<file path="src/csba_pkg.sv">
`default_nettype none

package csba_pkg;

   // category count and field widths
   localparam int NUM_CAT = 7;
   localparam int CAT_W = 3;
   localparam int TICK_W = 64;
   localparam int WIDTH_W = 10;
   localparam int KIND_W = 3;

   // sum of all deltas, product of a delta and the width, shifted divisor
   localparam int TOTAL_W = TICK_W + CAT_W;
   localparam int PROD_W = TICK_W + WIDTH_W;
   localparam int QUO_W = 13;
   localparam int DIV_W = TOTAL_W + QUO_W - 1;
   localparam int STEP_W = 4;

   // bar width limits
   localparam int MIN_BAR_WIDTH = 10;
   localparam int MAX_BAR_WIDTH = 1000;

   typedef logic [TICK_W-1:0] tick_type;
   typedef logic [WIDTH_W-1:0] width_type;
   typedef logic [CAT_W-1:0] cat_type;
   typedef logic [KIND_W-1:0] kind_type;

   // counter categories in sample order
   localparam cat_type CAT_USER = 3'd0;
   localparam cat_type CAT_NICE = 3'd1;
   localparam cat_type CAT_SYSTEM = 3'd2;
   localparam cat_type CAT_IDLE = 3'd3;
   localparam cat_type CAT_IOWAIT = 3'd4;
   localparam cat_type CAT_IRQ = 3'd5;
   localparam cat_type CAT_SOFTIRQ = 3'd6;
   localparam cat_type CAT_LAST = CAT_SOFTIRQ;

   // segment kinds in output order
   localparam kind_type KIND_SYSTEM = 3'd0;
   localparam kind_type KIND_USER = 3'd1;
   localparam kind_type KIND_NICE = 3'd2;
   localparam kind_type KIND_IOWAIT = 3'd3;
   localparam kind_type KIND_IRQ = 3'd4;
   localparam kind_type KIND_SOFTIRQ = 3'd5;
   localparam kind_type KIND_IDLE = 3'd6;
   localparam kind_type KIND_UNKNOWN = 3'd7;

   // control from the front end to the sequencer
   typedef struct packed {
      logic start;
      logic sample_ok;
   } core_ctl_type;

   // category shown by each segment kind
   function automatic cat_type seg_cat(input kind_type kind);
      cat_type cat;
      case (kind)
         KIND_SYSTEM: cat = CAT_SYSTEM;
         KIND_USER: cat = CAT_USER;
         KIND_NICE: cat = CAT_NICE;
         KIND_IOWAIT: cat = CAT_IOWAIT;
         KIND_IRQ: cat = CAT_IRQ;
         KIND_SOFTIRQ: cat = CAT_SOFTIRQ;
         default: cat = CAT_IDLE;
      endcase
      return cat;
   endfunction

endpackage

`default_nettype wire

</file>
<file path="src/csba_divider.sv">
`default_nettype none

module csba_divider import csba_pkg::*; (
   input  wire logic                clock,
   input  wire logic                reset,
   input  wire logic                start,
   input  wire logic [PROD_W-1:0]   dividend,
   input  wire logic [TOTAL_W-1:0]  divisor,
   output logic                     done,
   output logic [QUO_W-1:0]         quotient,
   output logic [TOTAL_W-1:0]       remainder
);

   logic [PROD_W-1:0] rem_ff;
   logic [DIV_W-1:0] dv_ff;
   logic [QUO_W-1:0] quo_ff;
   logic [STEP_W-1:0] step_ff;
   logic busy_ff;
   logic done_ff;
   logic fits;
   logic [PROD_W-1:0] diff;

   // one restoring step: compare against the shifted divisor
   assign fits = {{(DIV_W-PROD_W){1'b0}}, rem_ff} >= dv_ff;
   assign diff = rem_ff - dv_ff[PROD_W-1:0];

   always_ff @(posedge clock) begin
      if (reset) begin
         busy_ff <= 1'b0;
         done_ff <= 1'b0;
         step_ff <= '0;
      end else begin
         done_ff <= busy_ff && (step_ff == '0);
         if (start) begin
            busy_ff <= 1'b1;
            step_ff <= STEP_W'(QUO_W - 1);
         end else if (busy_ff) begin
            if (step_ff == '0) begin
               busy_ff <= 1'b0;
            end else begin
               step_ff <= step_ff - 1'b1;
            end
         end
      end
   end

   // quotient bits come out msb first
   always_ff @(posedge clock) begin
      if (start) begin
         rem_ff <= dividend;
         dv_ff <= {divisor, {(QUO_W-1){1'b0}}};
         quo_ff <= '0;
      end else if (busy_ff) begin
         if (fits) begin
            rem_ff <= diff;
         end
         quo_ff <= {quo_ff[QUO_W-2:0], fits};
         dv_ff <= dv_ff >> 1;
      end
   end

   assign done = done_ff;
   assign quotient = quo_ff;
   assign remainder = rem_ff[TOTAL_W-1:0];

endmodule

`default_nettype wire

</file>
<file path="src/csba_core.sv">
`default_nettype none

module csba_core import csba_pkg::*; (
   input  wire logic          clock,
   input  wire logic          reset,
   input  wire core_ctl_type  ctl,
   input  wire width_type     width,
   input  wire tick_type      delta,
   output logic               idle,
   output cat_type            delta_sel,
   output logic               rsp_valid,
   input  wire logic          rsp_stall,
   output kind_type           rsp_segment_kind,
   output width_type          rsp_segment_length,
   output logic               rsp_segment_last
);

   typedef enum logic [2:0] {
      ST_IDLE,
      ST_SUM,
      ST_MUL,
      ST_DIV,
      ST_PIVOT,
      ST_RANK,
      ST_EMIT
   } state_type;

   state_type state_ff;
   cat_type idx_ff;
   cat_type piv_ff;
   logic [TOTAL_W-1:0] total_ff;
   logic [TOTAL_W-1:0] pivot_ff;
   width_type qsum_ff;
   width_type q_ff [NUM_CAT];
   logic [TOTAL_W-1:0] rem_ff [NUM_CAT];
   cat_type rank_ff [NUM_CAT];
   logic rsp_valid_ff;
   kind_type rsp_kind_ff;
   width_type rsp_len_ff;
   logic rsp_last_ff;

   logic [TOTAL_W-1:0] total_in;
   logic [PROD_W-1:0] product;
   logic div_done;
   logic [QUO_W-1:0] div_quo;
   logic [TOTAL_W-1:0] div_rem;
   cat_type rd_sel;
   logic [TOTAL_W-1:0] rem_rd;
   logic pivot_loses;
   cat_type loser;
   width_type extra;
   kind_type emit_kind_in;
   cat_type emit_cat;
   width_type emit_len;
   logic hand;

   // running total of the deltas
   assign total_in = total_ff + TOTAL_W'(delta);

   // delta times width, registered inside the divider on start
   assign product = PROD_W'(delta) * PROD_W'(width);

   csba_divider u_divider (
      .clock     (clock),
      .reset     (reset),
      .start     (state_ff == ST_MUL),
      .dividend  (product),
      .divisor   (total_ff),
      .done      (div_done),
      .quotient  (div_quo),
      .remainder (div_rem)
   );

   // one read port on the remainders: pivot load or compare
   assign rd_sel = (state_ff == ST_PIVOT) ? piv_ff : idx_ff;
   assign rem_rd = rem_ff[rd_sel];

   // pair compare, a tie goes to the lower index (the pivot)
   // the side ranked behind counts one more category ahead of it
   assign pivot_loses = rem_rd > pivot_ff;
   assign loser = pivot_loses ? piv_ff : idx_ff;

   // cells still missing after the floor shares
   assign extra = width - qsum_ff;

   // next segment to show
   assign emit_kind_in = (state_ff == ST_EMIT) ? rsp_kind_ff + 1'b1 : KIND_SYSTEM;
   assign emit_cat = seg_cat(emit_kind_in);
   assign emit_len = (WIDTH_W'(rank_ff[emit_cat]) < extra) ? q_ff[emit_cat] + 1'b1
                                                           : q_ff[emit_cat];

   assign hand = rsp_valid_ff && !rsp_stall;

   // sequencer
   always_ff @(posedge clock) begin
      if (reset) begin
         state_ff <= ST_IDLE;
         idx_ff <= '0;
         piv_ff <= '0;
         rsp_valid_ff <= 1'b0;
      end else begin
         unique case (state_ff)
            ST_IDLE: begin
               if (ctl.start) begin
                  total_ff <= '0;
                  qsum_ff <= '0;
                  idx_ff <= '0;
                  for (int j = 0; j < NUM_CAT; j++) begin
                     rank_ff[j] <= '0;
                  end
                  if (ctl.sample_ok) begin
                     state_ff <= ST_SUM;
                  end else begin
                     rsp_valid_ff <= 1'b1;
                     rsp_kind_ff <= KIND_UNKNOWN;
                     rsp_len_ff <= width;
                     rsp_last_ff <= 1'b1;
                     state_ff <= ST_EMIT;
                  end
               end
            end
            ST_SUM: begin
               total_ff <= total_in;
               if (idx_ff == CAT_LAST) begin
                  idx_ff <= '0;
                  if (total_in == '0) begin
                     rsp_valid_ff <= 1'b1;
                     rsp_kind_ff <= KIND_UNKNOWN;
                     rsp_len_ff <= width;
                     rsp_last_ff <= 1'b1;
                     state_ff <= ST_EMIT;
                  end else begin
                     state_ff <= ST_MUL;
                  end
               end else begin
                  idx_ff <= idx_ff + 1'b1;
               end
            end
            ST_MUL: begin
               state_ff <= ST_DIV;
            end
            ST_DIV: begin
               if (div_done) begin
                  q_ff[idx_ff] <= div_quo[WIDTH_W-1:0];
                  rem_ff[idx_ff] <= div_rem;
                  qsum_ff <= qsum_ff + div_quo[WIDTH_W-1:0];
                  if (idx_ff == CAT_LAST) begin
                     piv_ff <= '0;
                     state_ff <= ST_PIVOT;
                  end else begin
                     idx_ff <= idx_ff + 1'b1;
                     state_ff <= ST_MUL;
                  end
               end
            end
            ST_PIVOT: begin
               pivot_ff <= rem_rd;
               idx_ff <= piv_ff + 1'b1;
               state_ff <= ST_RANK;
            end
            ST_RANK: begin
               for (int j = 0; j < NUM_CAT; j++) begin
                  if (loser == CAT_W'(j)) begin
                     rank_ff[j] <= rank_ff[j] + 1'b1;
                  end
               end
               if (idx_ff == CAT_LAST) begin
                  if (piv_ff == CAT_LAST - 1'b1) begin
                     // last pair does not touch the system rank shown first
                     rsp_valid_ff <= 1'b1;
                     rsp_kind_ff <= emit_kind_in;
                     rsp_len_ff <= emit_len;
                     rsp_last_ff <= 1'b0;
                     state_ff <= ST_EMIT;
                  end else begin
                     piv_ff <= piv_ff + 1'b1;
                     state_ff <= ST_PIVOT;
                  end
               end else begin
                  idx_ff <= idx_ff + 1'b1;
               end
            end
            ST_EMIT: begin
               if (hand) begin
                  if (rsp_last_ff) begin
                     rsp_valid_ff <= 1'b0;
                     state_ff <= ST_IDLE;
                  end else begin
                     rsp_kind_ff <= emit_kind_in;
                     rsp_len_ff <= emit_len;
                     rsp_last_ff <= (emit_kind_in == KIND_IDLE);
                  end
               end
            end
            default: begin
               state_ff <= ST_IDLE;
            end
         endcase
      end
   end

   assign idle = (state_ff == ST_IDLE);
   assign delta_sel = idx_ff;
   assign rsp_valid = rsp_valid_ff;
   assign rsp_segment_kind = rsp_kind_ff;
   assign rsp_segment_length = rsp_len_ff;
   assign rsp_segment_last = rsp_last_ff;

endmodule

`default_nettype wire

</file>
<file path="config.mk">
export PLATFORM = sky130hd
export DESIGN_NAME = csba_core
export DESIGN_NICKNAME = d
export VERILOG_FILES = /design/src/csba_pkg.sv /design/src/csba_divider.sv /design/src/csba_core.sv
export SDC_FILE = /design/constraint.sdc
export NUM_CORES = 2
export LEC_CHECK = 0
export ABC_AREA = 1
export BUFFER_PORTS_ARGS = -buffer_cell sky130_fd_sc_hd__buf_2
export CORE_ASPECT_RATIO = 1.25
export CORE_MARGIN = 3
export CORE_UTILIZATION = 40
export CTS_CLUSTER_SIZE = 24
export DETAILED_ROUTE_END_ITERATION = 8
export GPL_TIMING_DRIVEN = 0
export HOLD_SLACK_MARGIN = 0.12
export PLACE_DENSITY = 0.66
export SYNTH_ARGS = -nofsm -noshare
export SYNTH_HDL_FRONTEND = slang
export SYNTH_SLANG_ARGS = --single-unit
export TNS_END_PERCENT = 100
</file>
<file path="constraint.sdc">
create_clock -name clock -period 10.2 [get_ports clock]
set_input_delay 1.53 -clock clock [delete_from_list [all_inputs] [get_ports clock]]
set_output_delay 1.53 -clock clock [all_outputs]
set_load 0.02 [all_outputs]
</file>
# ---- After elaboration in Yosys (flattened, before gate mapping)
# Memories as Yosys holds them, arrays and structs flattened.
# Cells that the tools add are included.
dict set report totals {
  ff_bits 337
  mem_bits_rw 560
  inputBits 79
  output_inout_bits 19
  elab_cells 228
  memories 3
}
dict set report op_classes {
  n_addsub 16
  n_mul 1
  magnitude_cmp 3
  eq_ne 33
  mux 117
  bitwise 9
  n_reduce_logical 28
}
# name depth word_bits read_ports rd_clocked_by_memory_dff wr line
set memory_table {}
lappend memory_table {rem_ff 7 67 1 0 1 csba_core.sv:35} ;# logic [TOTAL_W-1:0] rem_ff [NUM_CAT];
lappend memory_table {q_ff 7 10 1 0 1 csba_core.sv:34} ;# width_type q_ff [NUM_CAT];
lappend memory_table {rank_ff 7 3 8 0 7 csba_core.sv:36} ;# cat_type rank_ff [NUM_CAT];
# op count
set op_table {}
lappend op_table {{74-bit two-way mux} 3}
lappend op_table {{79-bit two-way mux} 2}
lappend op_table {{67-bit one-hot mux with 2 select lines} 1}
lappend op_table {{10-bit two-way mux} 11}
lappend op_table {{3-bit two-way mux} 35}
lappend op_table {{74-bit by 79-bit >= comparator with 1-bit output} 1}
lappend op_table {{64-bit by 10-bit multiplier with 74-bit output} 1}
lappend op_table {{74-bit subtractor} 1}
lappend op_table {{67-bit by 64-bit adder with 67-bit output} 1}
lappend op_table {{67-bit greater-than comparator} 1}
lappend op_table {{67-bit zero test} 1}
lappend op_table {{67-bit two-way mux} 1}
lappend op_table {{1-bit two-way mux} 51}
lappend op_table {{10-bit one-hot mux with 4 select lines} 1}
lappend op_table {{3-bit == test (second input constant)} 11}
lappend op_table {{3-bit by 1-bit adder with 3-bit output (second input constant)} 10}
lappend op_table {{2-bit inequality test (second input constant)} 11}
lappend op_table {{3-bit one-hot mux with 7 select lines} 1}
lappend op_table {{10-bit one-hot mux with 2 select lines} 1}
lappend op_table {{3-bit by 2-bit == test with 1-bit output (second input constant)} 6}
lappend op_table {{3-bit one-hot mux with 6 select lines} 1}
lappend op_table {{9-bit AND reduction} 2}
lappend op_table {{3-bit one-hot mux with 5 select lines} 1}
lappend op_table {{4-bit two-way mux} 3}
lappend op_table {{27 further kinds} 49}

# ---- Logic depth before layout (Yosys ltp)
# An unclocked memory read counts as a cell.
dict set report depth {
  word_depth 11
  ltp_mapped 33
}

# ---- Cells and area by module
# From an unflattened synthesis, not the netlist that was laid out.
dict set report unflattened {
  cells_unflattened 8900
  hier_area_um2 72100.4
}
# module instances cells_per_inst area_each_um2 seq_area_each_um2
set by_module_without_submodules {}
lappend by_module_without_submodules {csba_core 1 6800 57934.3 21760.9}
lappend by_module_without_submodules {csba_divider 1 2100 14166.1 4854.7}

# ---- Worst setup path before layout
# No wires, ideal clock.
dict set report synth_path {
  kind {input to register}
  from {input port reset}
  to {memory q_ff[0][0] (netlist name), enable pin}
  setup_time_ns 0.607
  arrival_time_ns 7.331
  required_time_ns 9.593
  slack_ns 2.262
  cell_stages 6
  path_buffers 1
  cell_sequence {clkbuf_1 > inv_1 > nand2_1 > nor2_1 > nand2_1 > nor3_1}
}
dict set report synth_between {
  elab_chain_cells 2
}
# element line
set synth_rtl {}
lappend synth_rtl {{start, declared} csba_core.sv:5} ;# input wire logic reset,
lappend synth_rtl {{1-bit two-way mux} csba_core.sv:96} ;# if (reset) begin
lappend synth_rtl {{1-bit two-way mux (implied by the code)} csba_core.sv:144} ;# q_ff[idx_ff] <= div_quo[WIDTH_W-1:0];
lappend synth_rtl {{end, declared} csba_core.sv:34}
# Every way passes these cells.

# ---- Worst setup path after layout
dict set report layout_path {
  from {input port width[9]}
  to {register u_divider.rem_ff[72], data pin}
}
dict set report layout_between {
  elab_chain_cells 2
}
# element line
set layout_rtl {}
lappend layout_rtl {{start, declared} csba_core.sv:7} ;# input wire width_type width,
lappend layout_rtl {{64-bit by 10-bit multiplier with 74-bit output} csba_core.sv:61} ;# assign product = PROD_W'(delta) * PROD_W'(width);
lappend layout_rtl {{74-bit two-way mux} csba_divider.sv:49} ;# if (start) begin
lappend layout_rtl {{end signal, assigned} csba_divider.sv:50} ;# rem_ff <= dividend;
lappend layout_rtl {{end signal, assigned} csba_divider.sv:55} ;# rem_ff <= diff;
lappend layout_rtl {{end, declared} csba_divider.sv:14} ;# logic [PROD_W-1:0] rem_ff;
# Every way passes these cells.
# A chain may end at the register's enable or synchronous reset.

==> results by group <==
GRT
  – First-pass GRT wire length: 381,000 um
  – Antenna violations before repair: 10
  – Total grt overflow: 0
  – Total track usage: 28.0%
  – Vias in the first global route: 60,111
  – Largest net degree at the start of global routing: 68

Logic synthesis
  – Yosys reg bits: 897
  – Largest area contributor in the netlist: edfxtp_1
  – Register area share after synthesis: 37.6%
  – Synthesized net count: 9,628
  – Post-Syn Area: 70,700 um^2
  – Top_reg_cell synth: edfxtp_1
  – Post-synth EDFFs: 859
  – Top cells by area, synth: edfxtp_1, fa_1, nand2_1
  – Unique cell type count in the Yosys netlist: 66
  – Cell with the most instances after synthesis: nand2_1
  – Area share of the largest cell type after synthesis: 36.5%
  – Most frequent cells after synthesis: nand2_1, inv_1, nor2_1
  – Post-synth ARST share: 0%
  – Syn. warnings: 0
  – Post-Syn Area per Cell: 8.13 um^2
  – Synthesized instance count: 8,702

Hold path
  – Hold path depth: 2
  – Hold WC Path Type: reg2reg

Status
  – Status: finished, final reports clean

Cells and area
  – Finished Core Util: 44.5%
  – # nets final: 9,864
  – Area growth syn-to-layout: 10.0%
  – Fin area: 77,800 um^2
  – Share of layout cells above drive strength 1: 4.27%
  – Final std cells w/o fill: 11,349

Critical path
  – WP data arrival: 10.44 ns
  – Endpoint class of the critical path: register
  – Crit Path Class: in2reg
  – Worst R2R Path Depth: 19
  – Max Fanout on Critical Path: 10
  – Startpoint types: input pin
  – WP data required: 10.61 ns

CTS
  – Clock Sinks: 897
  – Bufs on Longest Clock Path: 3
  – Root Buffer: clkbuf_16
  – CTS tree: done
  – CTS clock-pin slew for the worst setup and hold paths: 0.06 ns
  – Number of CTS-inserted buffers: 86
  – Clk_lat worst skew: 0.71 ns
  – H-Tree Level Count: 3
  – CTS Hold Bufs: 0
  – Post-CTS sizing: 2
  – Setup bufs post-CTS: 0

Route
  – Drt total wl: 259,000 um
  – DRT Pass-1 Iters: 6
  – Drt wl/cell: 22.9 um
  – 1st-iter DRT viols: 5,428
  – Antenna Nets Post-Route: 0
  – Via count: 60,218
  – DR DRC count: 0
  – Via density: 5.31

Floorplanning
  – FP Rows: 171
  – I/O pin cnt: 98
  – Die height: 476 um
  – Die Area: 182,000 um^2
  – CORE AREA: 175,000 um^2
  – Starting Density: 40.5%
  – DIE WIDTH: 382 um

Run
  – Maxcap violations: 0

Timing
  – Setup Skew: 0.0386 ns
  – Final setup violation count: 0
  – RSZ-0062 raised after global routing: false
  – Fin. Hold Viols: 0
  – Final setup TNS: 0 ns
  – Crit path time final: 10.03 ns
  – Pins Over Slew Limit: 0
  – Crit share post-route: 98.3%
  – Transition time at the pin with the least slew margin: 1.31 ns
  – FMAX: 99.7 MHz
  – Slew HR: 12.8%
  – Minimum hold slack: 0.472 ns

Place
  – Port bufs: 95
  – Final RePlAce weighted congestion: 1.02
  – Placed cells: 11,185
  – DP HPWL: 215,000 um
  – Placed Area: 74,900 um^2

Pwr
  – PwrDens: 343 nW/um^2
  – Peak VDD IR: 213 uV
  – Leakage dissipation: 36.4 nW
registers in the layout (all words and copies together), names as in the netlist:
register,flops
delta_sel,3
piv_ff,3
pivot_ff,67
q_ff,70
qsum_ff,10
rank_ff,21
rem_ff,469
rsp_segment_kind,3
rsp_segment_last,1
rsp_segment_length,10
rsp_valid,1
state_ff,3
total_ff,67
u_divider.busy_ff,1
u_divider.done,1
u_divider.dv_ff,79
u_divider.quotient,10
u_divider.rem_ff,74
u_divider.step_ff,4
stage by stage:
step / power (mW) / worst slack, ns
finish: 26.7 / 0.170
global placement: 23.0 / -3.29
detailed placement: 23.1 / -0.775
global route: 28.6 / 0.0198
CTS: 26.5 / 0.335
floorplan: 16.3 / 2.26
where the power goes:
group          switching (mW)  internal, mW
logic                    12.7          5.07
registers               0.605          5.02
clock network            1.50          1.78
final timing paths:
check	startpoint	endpoint	slack [ns]
setup reg to reg	state_ff[2]$_SDFFE_PP0P_	rank_ff[2][1]$_SDFFCE_PN0P_	3.41
setup / recovery	width[9]	u_divider.rem_ff[72]$_DFFE_PP_	0.17
hold reg to reg	u_divider.step_ff[0]$_SDFFE_PP0P_	u_divider.step_ff[0]$_SDFFE_PP0P_	0.47
hold / removal	u_divider.step_ff[0]$_SDFFE_PP0P_	u_divider.step_ff[0]$_SDFFE_PP0P_	0.47
per-layer routing:
layer  part of all wire [%]  up-vias  track usage [%]  wire, um
met4                    8.0        6             18.3     20600
met1                     38    29146             33.6     99300
met5                  0.018        -                0        46
li1                       -    28255                -         -
met3                    5.9      603             3.18     15300
met2                     48     2208             47.5    124000
placed cells by master, fill, tap and decap left out, types with 9 or more instances in the layout:
cell type  instances
nand3b_1          27
xor2_1            27
clkinv_1          11
o21bai_1          14
and2_1            11
buf_1             67
edfxtp_1         859
o31ai_1           68
fa_1             498
o21a_1            27
o22ai_1           77
xnor2_1           34
nand4_1           55
dfxtp_1           38
buf_4              9
ha_1             349
a31oi_1          121
clkbuf_16         86
nor4_1            16
buf_2            122
buf_6             38
o21ai_1           35
nor2_1           972
nand3_1          188
clkbuf_1         203
o211ai_1          26
nor3_1            46
or2_2             21
inv_1           1700
a21oi_1          471
o21ai_0          508
nand2_1         2108
clkinv_2          18
a21o_1            15
worst max-delay path: stages:
cell and delay (ns):
buf_2 0.17, clkbuf_1 0.81, clkbuf_1 0.99, nand2_1 0.12, inv_1 0.14, fa_1 0.43
fa_1 0.46, fa_1 0.49, fa_1 0.55, inv_1 0.06, fa_1 0.53, inv_1 0.04
ha_1 0.46, a21oi_1 0.27, inv_1 0.10, a31oi_1 0.19, o21ai_0 0.19, a21oi_1 0.35
o211ai_1 0.37, nand2_1 0.15, o211ai_1 0.30, a21boi_0 0.56, o21ai_0 0.33, nand2_1 0.13
nand2_1 0.05, o21ai_1 0.60
cells by family after synthesis:
logic type               synth area share, %
AO/OA/AOI/OAI                           11.0
flip-flops                              37.6
adder cells (fa/ha/maj)                 20.3
XOR/XNOR                               0.755
multiplexers                          0.0442
buffers and inverters                   10.8
AND/OR/NAND/NOR                         19.6
cell type report:
class / instances / area (um^2)
well taps: 2335 / 2920
plain buffers: 293 / 1180
clock buffers: 102 / 2230
diodes: 6 / 15.0
multi-input cells: 5801 / 36600
inverters: 1711 / 6420
repair buffers: 148 / 1220
clock inverters: 56 / 644
flip-flops and latches: 897 / 26600
fillers: 17447 / 97000
Note: power is estimated with default switching activity, not from simulation.
